$ cat config.mk
export PLATFORM = sky130hd
export DESIGN_NAME = bankers_safety_and_request_check_top
export DESIGN_NICKNAME = d
export VERILOG_FILES = /design/src/bsrc_pkg.sv /design/src/bankers_safety_and_request_check_top.sv /design/src/bsrc_cell.sv
export SDC_FILE = /design/constraint.sdc
export NUM_CORES = 2
export LEC_CHECK = 0
export BUFFER_PORTS_ARGS = -buffer_cell sky130_fd_sc_hd__buf_2
export CAP_MARGIN = 25
export CORE_MARGIN = 3
export CORE_UTILIZATION = 42
export CTS_CLUSTER_SIZE = 30
export DETAILED_ROUTE_END_ITERATION = 8
export PLACE_DENSITY = 0.64
export SLEW_MARGIN = 10
export SYNTH_ARGS = -nofsm -noshare
export SYNTH_HDL_FRONTEND = slang
export SYNTH_SLANG_ARGS = --single-unit
$ cat constraint.sdc
create_clock -name clock -period 8.2 [get_ports clock]
set_clock_uncertainty 0.05 [all_clocks]
set_input_delay 0.41 -clock clock [delete_from_list [all_inputs] [get_ports clock]]
set_output_delay 0.41 -clock clock [all_outputs]
set_load 0.02 [all_outputs]
$ cat src/bsrc_pkg.sv
// Shared codes and control types for the deadlock-avoidance allocator.
`timescale 1ns / 1ps

package bsrc_pkg;

   // Operation codes carried by req_mode.
   localparam logic [2:0] MODE_LOAD_ALLOC = 3'd0;
   localparam logic [2:0] MODE_LOAD_NEED  = 3'd1;
   localparam logic [2:0] MODE_LOAD_FREE  = 3'd2;
   localparam logic [2:0] MODE_CHECK      = 3'd3;
   localparam logic [2:0] MODE_REQUEST    = 3'd4;

   // Status codes returned on rsp_status.
   localparam logic [2:0] STATUS_LOADED   = 3'd0;
   localparam logic [2:0] STATUS_SAFE     = 3'd1;
   localparam logic [2:0] STATUS_UNSAFE   = 3'd2;
   localparam logic [2:0] STATUS_EXCEEDS  = 3'd3;
   localparam logic [2:0] STATUS_OVERFLOW = 3'd4;

   // Control broadcast from the sequencer to every process cell.
   typedef struct packed {
      logic write_alloc;
      logic write_need;
      logic apply_add;
      logic roll_back;
      logic start_test;
      logic pass_step;
   } cell_ctrl_type;

endpackage

$ cat src/bankers_safety_and_request_check_top.sv
// Top level of the deadlock-avoidance allocator: sequencer, free units and a chain of cells.
// Sequence: a load transaction passes through ST_EVAL and is answered from the registered
// reply; a check or a request that passes its checks also runs the safety test in ST_SAFE,
// one pass per cycle through the cell chain, before the registered reply. busy stays high until
// the result strobe, so a new transaction is accepted only after the previous one is answered.
// Synchronous reset clears every row, the free units and the sequencer; the receiver cannot stall.
`timescale 1ns / 1ps

module bankers_safety_and_request_check_top #(
   parameter int PROCESSES   = 4,
   parameter int RESOURCES   = 3,
   parameter int AMOUNT_BITS = 8
) (
   input  logic       clock,
   input  logic       reset,
   input  logic       start,
   output logic       busy,
   input  logic [2:0] req_mode,
   input  logic [1:0] req_process_index,
   input  logic [7:0] req_amount_0,
   input  logic [7:0] req_amount_1,
   input  logic [7:0] req_amount_2,
   output logic       rsp_valid,
   output logic [2:0] rsp_status,
   output logic [7:0] rsp_finish_order,
   output logic [2:0] rsp_order_length
);
   import bsrc_pkg::*;

   // The work vector can hold the free units plus every allocation row without wrapping.
   localparam int WORK_BITS  = AMOUNT_BITS + $clog2(PROCESSES + 1);
   localparam int INDEX_BITS = $clog2(PROCESSES);
   localparam int GRANT_BITS = $clog2(PROCESSES + 1);

   typedef enum logic [2:0] {
      ST_IDLE = 3'b001,
      ST_EVAL = 3'b010,
      ST_SAFE = 3'b100
   } state_type;

   typedef logic [RESOURCES-1:0][AMOUNT_BITS-1:0] row_type;

   state_type                             state_ff, state_in;
   logic [2:0]                            mode_ff;
   logic [1:0]                            proc_ff;
   row_type                               amt_ff, amt_in;
   row_type                               free_ff, free_in;
   logic [RESOURCES-1:0][WORK_BITS-1:0]   work_ff, work_in;
   logic [INDEX_BITS-1:0]                 pass_ff, pass_in;
   logic [GRANT_BITS-1:0]                 granted_ff, granted_in;
   logic [7:0]                            order_ff, order_in;
   logic                                  rsp_valid_ff, rsp_valid_in;
   logic [2:0]                            rsp_status_ff, rsp_status_in;
   logic [7:0]                            rsp_order_ff, rsp_order_in;
   logic [2:0]                            rsp_length_ff, rsp_length_in;

   cell_ctrl_type                         ctrl;
   logic [PROCESSES-1:0]                  row_sel;
   logic                                  proc_ok;
   logic                                  accept;
   logic                                  req_fits;
   logic                                  req_over;
   logic [AMOUNT_BITS:0]                  alloc_sum;
   logic [1:0]                            grant_id_low;
   logic                                  safe;

   // Chain links: entry 0 feeds the lowest cell, the last entry leaves the highest one.
   logic                                  claim      [PROCESSES+1];
   row_type                               grant_alloc[PROCESSES+1];
   logic [INDEX_BITS-1:0]                 grant_id   [PROCESSES+1];
   row_type                               rd_alloc   [PROCESSES+1];
   row_type                               rd_need    [PROCESSES+1];

   assign accept = start && !busy;
   assign busy   = (state_ff != ST_IDLE);

   // Amounts are taken to AMOUNT_BITS; resource types without a port receive zero.
   for (genvar j = 0; j < RESOURCES; j++) begin : g_amt
      if (j == 0) begin : g_r0
         assign amt_in[j] = AMOUNT_BITS'(req_amount_0);
      end else if (j == 1) begin : g_r1
         assign amt_in[j] = AMOUNT_BITS'(req_amount_1);
      end else if (j == 2) begin : g_r2
         assign amt_in[j] = AMOUNT_BITS'(req_amount_2);
      end else begin : g_rz
         assign amt_in[j] = '0;
      end
   end

   // Only a process index inside the configured population addresses a row.
   assign proc_ok = (32'(proc_ff) < PROCESSES);
   for (genvar p = 0; p < PROCESSES; p++) begin : g_sel
      assign row_sel[p] = proc_ok && (32'(proc_ff) == p);
   end

   assign claim[0]       = 1'b0;
   assign grant_alloc[0] = '0;
   assign grant_id[0]    = '0;
   assign rd_alloc[0]    = '0;
   assign rd_need[0]     = '0;

   for (genvar p = 0; p < PROCESSES; p++) begin : g_cell
      bsrc_cell #(
         .RESOURCES  (RESOURCES),
         .AMOUNT_BITS(AMOUNT_BITS),
         .WORK_BITS  (WORK_BITS),
         .INDEX_BITS (INDEX_BITS),
         .CELL_ID    (p)
      ) u_cell (
         .clock          (clock),
         .reset          (reset),
         .ctrl           (ctrl),
         .row_sel        (row_sel[p]),
         .amount         (amt_ff),
         .work           (work_ff),
         .claim_in       (claim[p]),
         .claim_out      (claim[p+1]),
         .grant_alloc_in (grant_alloc[p]),
         .grant_alloc_out(grant_alloc[p+1]),
         .grant_id_in    (grant_id[p]),
         .grant_id_out   (grant_id[p+1]),
         .rd_alloc_in    (rd_alloc[p]),
         .rd_alloc_out   (rd_alloc[p+1]),
         .rd_need_in     (rd_need[p]),
         .rd_need_out    (rd_need[p+1])
      );
   end

   // Request screening against the addressed rows and the free units.
   always_comb begin
      req_fits  = proc_ok;
      req_over  = 1'b0;
      alloc_sum = '0;
      for (int j = 0; j < RESOURCES; j++) begin
         if (amt_ff[j] > rd_need[PROCESSES][j]) req_fits = 1'b0;
         if (amt_ff[j] > free_ff[j]) req_fits = 1'b0;
         alloc_sum = {1'b0, rd_alloc[PROCESSES][j]} + {1'b0, amt_ff[j]};
         if (alloc_sum[AMOUNT_BITS]) req_over = 1'b1;
      end
   end

   assign grant_id_low = 2'(grant_id[PROCESSES]);

   always_comb begin
      state_in      = state_ff;
      free_in       = free_ff;
      work_in       = work_ff;
      pass_in       = pass_ff;
      granted_in    = granted_ff;
      order_in      = order_ff;
      rsp_valid_in  = 1'b0;
      rsp_status_in = rsp_status_ff;
      rsp_order_in  = rsp_order_ff;
      rsp_length_in = rsp_length_ff;
      ctrl          = '0;
      safe          = 1'b0;

      case (state_ff)
         ST_IDLE: begin
            if (accept) state_in = ST_EVAL;
         end

         ST_EVAL: begin
            // Default reply is the all-zero load answer; request screening and the safety test override it.
            rsp_status_in = STATUS_LOADED;
            rsp_order_in  = '0;
            rsp_length_in = '0;
            rsp_valid_in  = 1'b1;
            state_in      = ST_IDLE;
            pass_in       = '0;
            granted_in    = '0;
            order_in      = '0;
            case (mode_ff)
               MODE_LOAD_ALLOC: begin
                  ctrl.write_alloc = 1'b1;
               end
               MODE_LOAD_NEED: begin
                  ctrl.write_need = 1'b1;
               end
               MODE_LOAD_FREE: begin
                  free_in = amt_ff;
               end
               MODE_CHECK: begin
                  for (int j = 0; j < RESOURCES; j++) begin
                     work_in[j] = WORK_BITS'(free_ff[j]);
                  end
                  ctrl.start_test = 1'b1;
                  rsp_valid_in    = 1'b0;
                  state_in        = ST_SAFE;
               end
               MODE_REQUEST: begin
                  if (!req_fits) begin
                     rsp_status_in = STATUS_EXCEEDS;
                  end else if (req_over) begin
                     rsp_status_in = STATUS_OVERFLOW;
                  end else begin
                     // Apply the request tentatively and test the resulting state.
                     ctrl.apply_add  = 1'b1;
                     ctrl.start_test = 1'b1;
                     for (int j = 0; j < RESOURCES; j++) begin
                        free_in[j] = free_ff[j] - amt_ff[j];
                        work_in[j] = WORK_BITS'(free_in[j]);
                     end
                     rsp_valid_in = 1'b0;
                     state_in     = ST_SAFE;
                  end
               end
               default: begin
               end
            endcase
         end

         ST_SAFE: begin
            // One pass: the chain picks the lowest unfinished process that fits.
            ctrl.pass_step = 1'b1;
            if (claim[PROCESSES]) begin
               for (int j = 0; j < RESOURCES; j++) begin
                  work_in[j] = work_ff[j] + WORK_BITS'(grant_alloc[PROCESSES][j]);
               end
               if (32'(granted_ff) < 4) begin
                  order_in[{granted_ff[1:0], 1'b0} +: 2] = grant_id_low;
               end
               granted_in = granted_ff + GRANT_BITS'(1);
            end
            pass_in = pass_ff + INDEX_BITS'(1);
            if (pass_ff == INDEX_BITS'(PROCESSES - 1)) begin
               safe          = (32'(granted_in) == PROCESSES);
               rsp_valid_in  = 1'b1;
               rsp_order_in  = order_in;
               rsp_length_in = (32'(granted_in) > 7) ? 3'd7 : 3'(granted_in);
               rsp_status_in = safe ? STATUS_SAFE : STATUS_UNSAFE;
               state_in      = ST_IDLE;
               // An unsafe request is undone in the same cycle as the final pass.
               if (!safe && mode_ff == MODE_REQUEST) begin
                  ctrl.roll_back = 1'b1;
                  for (int j = 0; j < RESOURCES; j++) begin
                     free_in[j] = free_ff[j] + amt_ff[j];
                  end
               end
            end
         end

         default: begin
            state_in = ST_IDLE;
         end
      endcase
   end

   always_ff @(posedge clock) begin
      if (reset) begin
         state_ff     <= ST_IDLE;
         free_ff      <= '0;
         rsp_valid_ff <= 1'b0;
      end else begin
         state_ff     <= state_in;
         free_ff      <= free_in;
         rsp_valid_ff <= rsp_valid_in;
      end
   end

   // Transaction payload and test bookkeeping need no reset.
   always_ff @(posedge clock) begin
      if (accept) begin
         mode_ff <= req_mode;
         proc_ff <= req_process_index;
         amt_ff  <= amt_in;
      end
      work_ff       <= work_in;
      pass_ff       <= pass_in;
      granted_ff    <= granted_in;
      order_ff      <= order_in;
      rsp_status_ff <= rsp_status_in;
      rsp_order_ff  <= rsp_order_in;
      rsp_length_ff <= rsp_length_in;
   end

   assign rsp_valid        = rsp_valid_ff;
   assign rsp_status       = rsp_status_ff;
   assign rsp_finish_order = rsp_order_ff;
   assign rsp_order_length = rsp_length_ff;

endmodule

$ cat src/bsrc_cell.sv
// One process cell: allocation row, need row, finished flag and chain links.
`timescale 1ns / 1ps

module bsrc_cell #(
   parameter int RESOURCES   = 3,
   parameter int AMOUNT_BITS = 8,
   parameter int WORK_BITS   = 11,
   parameter int INDEX_BITS  = 2,
   parameter int CELL_ID     = 0
) (
   input  logic                                   clock,
   input  logic                                   reset,
   input  bsrc_pkg::cell_ctrl_type                ctrl,
   input  logic                                   row_sel,
   input  logic [RESOURCES-1:0][AMOUNT_BITS-1:0]  amount,
   input  logic [RESOURCES-1:0][WORK_BITS-1:0]    work,
   input  logic                                   claim_in,
   output logic                                   claim_out,
   input  logic [RESOURCES-1:0][AMOUNT_BITS-1:0]  grant_alloc_in,
   output logic [RESOURCES-1:0][AMOUNT_BITS-1:0]  grant_alloc_out,
   input  logic [INDEX_BITS-1:0]                  grant_id_in,
   output logic [INDEX_BITS-1:0]                  grant_id_out,
   input  logic [RESOURCES-1:0][AMOUNT_BITS-1:0]  rd_alloc_in,
   output logic [RESOURCES-1:0][AMOUNT_BITS-1:0]  rd_alloc_out,
   input  logic [RESOURCES-1:0][AMOUNT_BITS-1:0]  rd_need_in,
   output logic [RESOURCES-1:0][AMOUNT_BITS-1:0]  rd_need_out
);
   import bsrc_pkg::*;

   logic [RESOURCES-1:0][AMOUNT_BITS-1:0] alloc_ff, alloc_in;
   logic [RESOURCES-1:0][AMOUNT_BITS-1:0] need_ff, need_in;
   logic                                  done_ff, done_in;
   logic                                  fits;
   logic                                  sel;

   always_comb begin
      fits = 1'b1;
      for (int j = 0; j < RESOURCES; j++) begin
         if (WORK_BITS'(need_ff[j]) > work[j]) fits = 1'b0;
      end
   end

   // The lowest unfinished fitting cell wins; the claim ripples upwards.
   assign sel             = fits && !done_ff && !claim_in;
   assign claim_out       = claim_in || (fits && !done_ff);
   assign grant_alloc_out = sel ? alloc_ff : grant_alloc_in;
   assign grant_id_out    = sel ? INDEX_BITS'(CELL_ID) : grant_id_in;
   assign rd_alloc_out    = row_sel ? alloc_ff : rd_alloc_in;
   assign rd_need_out     = row_sel ? need_ff : rd_need_in;

   always_comb begin
      alloc_in = alloc_ff;
      need_in  = need_ff;
      done_in  = done_ff;
      if (row_sel) begin
         for (int j = 0; j < RESOURCES; j++) begin
            if (ctrl.write_alloc) alloc_in[j] = amount[j];
            if (ctrl.write_need) need_in[j] = amount[j];
            if (ctrl.apply_add) begin
               alloc_in[j] = alloc_ff[j] + amount[j];
               need_in[j]  = need_ff[j] - amount[j];
            end
            if (ctrl.roll_back) begin
               alloc_in[j] = alloc_ff[j] - amount[j];
               need_in[j]  = need_ff[j] + amount[j];
            end
         end
      end
      if (ctrl.start_test) done_in = 1'b0;
      else if (ctrl.pass_step && sel) done_in = 1'b1;
   end

   always_ff @(posedge clock) begin
      if (reset) begin
         alloc_ff <= '0;
         need_ff  <= '0;
         done_ff  <= 1'b0;
      end else begin
         alloc_ff <= alloc_in;
         need_ff  <= need_in;
         done_ff  <= done_in;
      end
   end

endmodule
# ---- Word-level counts from Yosys, hierarchy flattened
# Index checks and enable logic that the tools add are counted.
dict set report word_totals {
  output_inout_bits 16
  latch_bits 0
  mem_bits_rw 0
  mem_bits_ro 0
  ff_bits 313
  memories 0
}
dict set report classes {
  n_mul 0
  bitwise_logic 0
  add_sub_neg 63
  n_mux 142
  order_cmp 19
  n_reduce_logical 43
  div 0
  n_shift 2
  n_eq_ne 21
}
# cell n
set ops {}
lappend ops {{8-bit 2-to-1 mux} 57}
lappend ops {{24-bit 2-to-1 mux} 16}
lappend ops {{8-bit adder} 27}
lappend ops {{8-bit subtractor} 27}
lappend ops {{8-bit by 11-bit greater-than comparator with 1-bit output} 12}
lappend ops {{33-bit case mux with 2 select lines} 2}
lappend ops {{33-bit 2-to-1 mux} 3}
lappend ops {{24-bit case mux with 2 select lines} 2}
lappend ops {{8-bit greater-than comparator} 6}
lappend ops {{3-bit 2-to-1 mux} 12}
lappend ops {{1-bit 2-to-1 mux} 35}
lappend ops {{11-bit by 8-bit adder with 11-bit output} 3}
lappend ops {{8-bit case mux with 2 select lines} 2}
lappend ops {{8-bit by 8-bit adder with 9-bit output} 3}
lappend ops {{3-bit case mux with 2 select lines} 4}
lappend ops {{2-bit AND reduction} 10}
lappend ops {{1-bit logical AND} 13}
lappend ops {{3-bit by 2-bit == test with 1-bit output, second input constant} 3}
lappend ops {{3-bit == test, second input constant} 3}
lappend ops {{1-bit zero test} 9}
lappend ops {{3-bit case mux with 3 select lines} 1}
lappend ops {{8-bit bitwise mux} 1}
lappend ops {{2-bit by 5-bit variable shift with 8-bit output, first input constant} 1}
lappend ops {{2-bit by 5-bit indexed part select with 8-bit output} 1}
lappend ops {{23 further kinds} 37}

# ---- Longest topological paths before layout
dict set report logic_depth {
  ltp_word 18
  depth_mapped 25
}

# ---- Modules after synthesis
# Synthesis repeated with hierarchy kept, for this count alone.
dict set report unflattened {
  hier_cells 4795
  area_unflattened_um2 38892.3
}
# mod n_inst area_per_inst_um2 cells_each
set by_module_without_submodules {}
lappend by_module_without_submodules {bankers_safety_and_request_check_top 1 9178.8 983}
lappend by_module_without_submodules {{bsrc_cell at g_cell[1].u_cell} 1 7621.1 988}
lappend by_module_without_submodules {{bsrc_cell at g_cell[0].u_cell} 1 7423.4 951}
lappend by_module_without_submodules {{bsrc_cell at g_cell[3].u_cell} 1 7390.8 945}
lappend by_module_without_submodules {{bsrc_cell at g_cell[2].u_cell} 1 7278.2 928}

# ---- Worst setup path after synthesis
# No wires, ideal clock.
dict set report synth_path {
  kind {register to register}
  startpoint {register proc_ff[0]}
  endpoint {register work_ff[0] (netlist name) (enable)}
  arrival_ps 5052
  stages_incl_launch_ff 16
  setup_slack_ps 2705
  required_ps 7757
  setup_time_ps 393
  path_buffers 5
  synth_period_minus_slack_ps 5495
  path_cell_list {edfxtp_1 clkbuf_1 buf_1 clkbuf_1 clkbuf_1 mux4_2 ha_1 a222oi_1 nand4_1 a2111oi_0 and3_1 buf_2 nand4_2 or4_1 nand3_1 and3_1}
}
dict set report synth_between {
  elab_chain_cells 14
  elab_cells_between_ends 30
  cone_classes {add/sub: 3; order compare: 3; eq/ne: 5; mux: 17; reduce/logical: 2}
}
# item line
set synth_lines {}
lappend synth_lines {{from (decl)} bankers_safety_and_request_check_top.sv:45} ;# logic [1:0] proc_ff;
lappend synth_lines {{from (signal assigned)} bankers_safety_and_request_check_top.sv:265} ;# proc_ff <= req_process_index;
lappend synth_lines {{2-bit zero test} bankers_safety_and_request_check_top.sv:93} ;# assign row_sel[p] = proc_ok && (32'(proc_ff) == p);
lappend synth_lines {{24-bit 2-to-1 mux (4 in series)} bsrc_cell.sv:49} ;# assign rd_need_out = row_sel ? need_ff : rd_need_in;
lappend synth_lines {{8-bit greater-than comparator} bankers_safety_and_request_check_top.sv:135} ;# if (amt_ff[j] > rd_need[PROCESSES][j]) req_fits = 1'b0;
lappend synth_lines {{1-bit 2-to-1 mux} bankers_safety_and_request_check_top.sv:135}
lappend synth_lines {{1-bit 2-to-1 mux} bankers_safety_and_request_check_top.sv:136} ;# if (amt_ff[j] > free_ff[j]) req_fits = 1'b0;
lappend synth_lines {{1-bit 2-to-1 mux} bankers_safety_and_request_check_top.sv:135}
lappend synth_lines {{1-bit 2-to-1 mux} bankers_safety_and_request_check_top.sv:136}
lappend synth_lines {{1-bit 2-to-1 mux} bankers_safety_and_request_check_top.sv:135}
lappend synth_lines {{1-bit 2-to-1 mux} bankers_safety_and_request_check_top.sv:136}
lappend synth_lines {{3-bit inequality test (no source line)} --}
lappend synth_lines {{5-bit AND reduction (no source line) *} --}
lappend synth_lines {{to (signal assigned)} bankers_safety_and_request_check_top.sv:268} ;# work_ff <= work_in;
lappend synth_lines {{to (decl)} bankers_safety_and_request_check_top.sv:48} ;# logic [RESOURCES-1:0][WORK_BITS-1:0] work_ff, work_in;
# Every way passes the cells marked *; elsewhere a longest branch is shown, timed or not.
# A chain may end at the register's enable or synchronous reset.

# ---- Final worst setup path
dict set report layout_path {
  startpoint {register proc_ff[1]}
  endpoint {register g_cell[0].u_cell.need_ff[9] (netlist name)}
}
dict set report layout_between {
  elab_chain_cells 17
  elab_cells_between_ends 35
  cone_classes {add/sub: 3; order compare: 3; eq/ne: 3; mux: 23; reduce/logical: 3}
}
# item line
set layout_lines {}
lappend layout_lines {{2-bit zero test} bankers_safety_and_request_check_top.sv:93}
lappend layout_lines {{24-bit 2-to-1 mux (4 in series)} bsrc_cell.sv:49}
lappend layout_lines {{8-bit greater-than comparator} bankers_safety_and_request_check_top.sv:135}
lappend layout_lines {{1-bit 2-to-1 mux} bankers_safety_and_request_check_top.sv:135}
lappend layout_lines {{1-bit 2-to-1 mux} bankers_safety_and_request_check_top.sv:136}
lappend layout_lines {{1-bit 2-to-1 mux} bankers_safety_and_request_check_top.sv:135}
lappend layout_lines {{1-bit 2-to-1 mux} bankers_safety_and_request_check_top.sv:136}
lappend layout_lines {{1-bit 2-to-1 mux} bankers_safety_and_request_check_top.sv:135}
lappend layout_lines {{1-bit 2-to-1 mux} bankers_safety_and_request_check_top.sv:136}
lappend layout_lines {{1-bit 2-to-1 mux} bankers_safety_and_request_check_top.sv:192} ;# if (!req_fits) begin
lappend layout_lines {{1-bit 2-to-1 mux} bankers_safety_and_request_check_top.sv:173} ;# case (mode_ff)
lappend layout_lines {{3-bit 2-to-1 mux} bankers_safety_and_request_check_top.sv:158} ;# case (state_ff)
lappend layout_lines {{3-bit nonzero test (no source line) / 8-bit 2-to-1 mux (equally long branches)} --}
lappend layout_lines {{2-bit AND reduction (no source line) / 8-bit 2-to-1 mux (equally long branches)} --}
lappend layout_lines {{to (signal assigned)} bsrc_cell.sv:80} ;# need_ff <= need_in;
lappend layout_lines {{to (decl)} bsrc_cell.sv:31} ;# logic [RESOURCES-1:0][AMOUNT_BITS-1:0] need_ff, need_in;
# Several ways; a longest one is shown, not always the timed one.

==> results.yml <==
grt:
  grt_pass1_vias: 30600
  grt_max_degree: 172
  grt-ovfl-total: 0
  antenna_found_initial: 0
  grt_use_total_pct: 28.9
  grt_first_pass_wirelength_um: 186000
synthesis:
  muxShareOfSynthArea_pct: 3.46
  synth_top_area_share_pct: 20.6
  syn_inst: 4036
  synth_nets: 4678
  synth-simple-area-share_pct: 12.0
  yosys_warnings: 0
  synth-async-reset-ratio_pct: 0
  seq_area_frac_synth_pct: 21.3
  synth.avg_cell_area_um2: 8.32
  synth_xor_area_share_pct: 1.67
  ys_types: 83
  synth_common_cells: "ha_1 (553), a21oi_1 (490), nand2_1 (396)"
  netlist_area_um2: 33600
  synth-main-ff-cell: "dfxtp_1"
  synth_edf_count: 89
  yosys.area_share.adder_pct: 24.0
  synth_top_family_by_area: "compound AO/OA/AOI/OAI gates"
  synth.most_common_cell: "ha_1"
  yosys-top-cells-area: "ha_1 (21%), dfxtp_1 (13%), edfxtp_1 (8.0%)"
  yosys.area.top_type: "ha_1"
  ys_ff_latch: 313
  synth_compound_area_share_pct: 31.4
worst_setup_path:
  r2r_cells: 15
  r2r_start: "proc_ff[1]"
  worst_setup_path_end_kind: "flip-flop"
  required_ps: 8580
  r2r_slack_ps: 2130
  worstSetupPathType: "flip-flop to flip-flop"
  cp-start-kind: "flip-flop"
  r2r_end: "g_cell[0].u_cell.need_ff[9]"
  cp.arrival_ps: 6450
  cp_max_fo: 40
cells_and_area:
  layout-drive-gt1-share_pct: 7.41
  nets: 4681
  fill_cells: 7708
  area_delta_synth_final_pct: 9.22
  antennaDiodeCount: 0
  multi_input_area_um2: 24500
  layout.cells.non_filler: 5123
  regArea_um2: 7160
  stdcell_area_um2: 36700
sta:
  worstMarginPinSlew_ps: 1180
  timing.final.crit_share_pct: 74.0
  rsz0062_at_grt: "no"
  finalHoldViolCount: 0
  setup_tns_ps: 0
  period_minus_slack_ps: 6070
  slew_headroom_pct: 21.3
  finalSetupViolations: 0
  drv_slew: 0
  max_freq_mhz: 165
  holdWs_ps: 10.8
  setup_ws_ps: 2130
place:
  pre_cts_slack_ps: 2160
  place_inst: 5015
  dp_hpwl_um: 84300
  gp_congestion: 0.946
  port_buffers: 47
  place_area_um2: 35000
floorplanning:
  dieArea_um2: 83400
  die_w_um: 289
  die_h_um: 289
  placementRows: 103
  io_pins: 48
  core_area_um2: 79100
  start_util_pct: 42.4
cts:
  clock-sinks: 313
  insertion_delay_ps: 590
  cts-htree-levels: 2
  hold_buffers: 28
  cts.root.buffer_cell: "clkbuf_16"
  cts_tree: "done"
  clk_path_buf_depth: 3
  cts_buffers: 44
  post_cts_buffers: 0
  clkTransAtPathRegs_ps: 60
  ctsResizeCount: 0
job:
  cap_violations: 0
status:
  outcome: "finished, final reports clean"
worst_hold_path:
  min_from: "req_amount_0[2]"
  hp-class: "primary input to flip-flop"
  hold_end: "amt_ff[2]"
  hold-path-cell-count: 1
power_and_ir_drop:
  ir_drop_mv: 0.122
  p_leak_nw: 14.7
  p_per_area_nw_per_um2: 114
routing:
  dr.pass1.iters: 5
  totalWireLength_um: 123000
  drtIter0Drc: 3033
  viasPerCell: 6.30
  wire_per_inst_um: 24.0
  vias: 32300
  drc: 0
  drtAntennaViolNets: 0
cell usage in the layout (no fill, tap or decap), types with 27 or more instances in the layout:
cell	n
o21ai_0	170
inv_1	302
dlygate4sd3_1	28
a211oi_1	74
clkbuf_16	46
a21o_1	75
o22ai_1	106
buf_4	74
o211ai_1	45
o2111ai_1	29
mux4_2	48
xnor2_1	51
nor2_1	274
ha_1	553
nand2_1	395
dfxtp_1	224
a211o_1	49
nand4_1	44
a22o_1	39
edfxtp_1	89
a21oi_1	489
a22oi_1	69
o21bai_1	215
fa_1	57
a2bb2oi_1	30
buf_2	47
nor2b_1	27
nand3_1	47
per-layer routing:
metal  track usage, %  wire [um]  part of all wire [%]  vias to the layer above
li1                 -          -                     -                    15000
met1             37.3      51100                    42                    15400
met2             46.2      54400                    44                     1539
met3             4.51       9890                   8.0                      365
met4             16.1       7670                   6.2                        0
met5                0          0                     0                        -
state kept, by name (all words and copies together) (netlist names):
signal / cells
rsp_valid: 1
g_cell.u_cell.need_ff: 96
order_ff: 8
rsp_finish_order: 8
free_ff: 24
mode_ff: 3
g_cell.u_cell.done_ff: 4
g_cell.u_cell.alloc_ff: 96
proc_ff: 2
work_ff: 33
amt_ff: 24
state_ff: 3
rsp_status: 3
granted_ff: 3
pass_ff: 2
rsp_order_length: 3
worst max-delay path by stage:
stage	start	to	slack, ps	depth (start not counted)
after floorplan	proc_ff[0]	work_ff[0]	2700	15
after global placement	work_ff[12]	g_cell[1].u_cell.need_ff[6]	2170	16
after detailed placement	proc_ff[1]	g_cell[0].u_cell.need_ff[9]	2160	15
after CTS	proc_ff[1]	g_cell[0].u_cell.need_ff[9]	2130	15
after global routing	proc_ff[1]	g_cell[0].u_cell.need_ff[9]	1890	15
final	proc_ff[1]	g_cell[0].u_cell.need_ff[9]	2130	15
per-stage QoR:
stage | util (%) | total power (W)
after detailed placement | 44.2 | 0.00221
after CTS | 46.3 | 0.00419
final | 46.3 | 0.00417
after floorplan | - | 0.00201
after global placement | 44.1 | 0.00220
after global routing | 46.3 | 0.00431
critical path: stages, from the launching register on:
cell,delay [ps]
edfxtp_1,940
buf_12,380
mux4_2,570
ha_1,360
a222oi_1,330
nand4_1,140
a2111oi_0,440
and3_1,430
nand4_2,250
nand2b_2,310
buf_4,320
buf_4,340
nand2_1,440
o21ai_0,200
a211oi_1,270
a211oi_1,70
area by class of cell:
| type | count | share of cell area, % |
|---|---|---|
| clock buffer | 63 | 3.40 |
| clock inverter | 17 | 0.474 |
| inverter | 304 | 3.11 |
| multi-input combinational | 3222 | 66.7 |
| sequential | 313 | 19.5 |
| tap | 1050 | 3.58 |
| timing repair buffer | 154 | 3.18 |
power by group:
| group | total [W] | internal, W | switching [W] |
|---|---|---|---|
| logic | 0.000575 | 0.000184 | 0.000391 |
| clock network | 0.00197 | 0.00115 | 0.000818 |
| registers | 0.00163 | 0.00161 | 0.0000205 |
cell families (layout without fill, tap and decap cells):
logic type,after synthesis,in the layout
AOI/OAI and AO/OA,1584,1584
and+or+nand+nor,908,908
adders and majority gates,610,610
buffers and inverters,501,538
DFF,313,313
xor gates and xnor gates,64,64
muxes,56,56
Power figures use the tool's default switching activity.
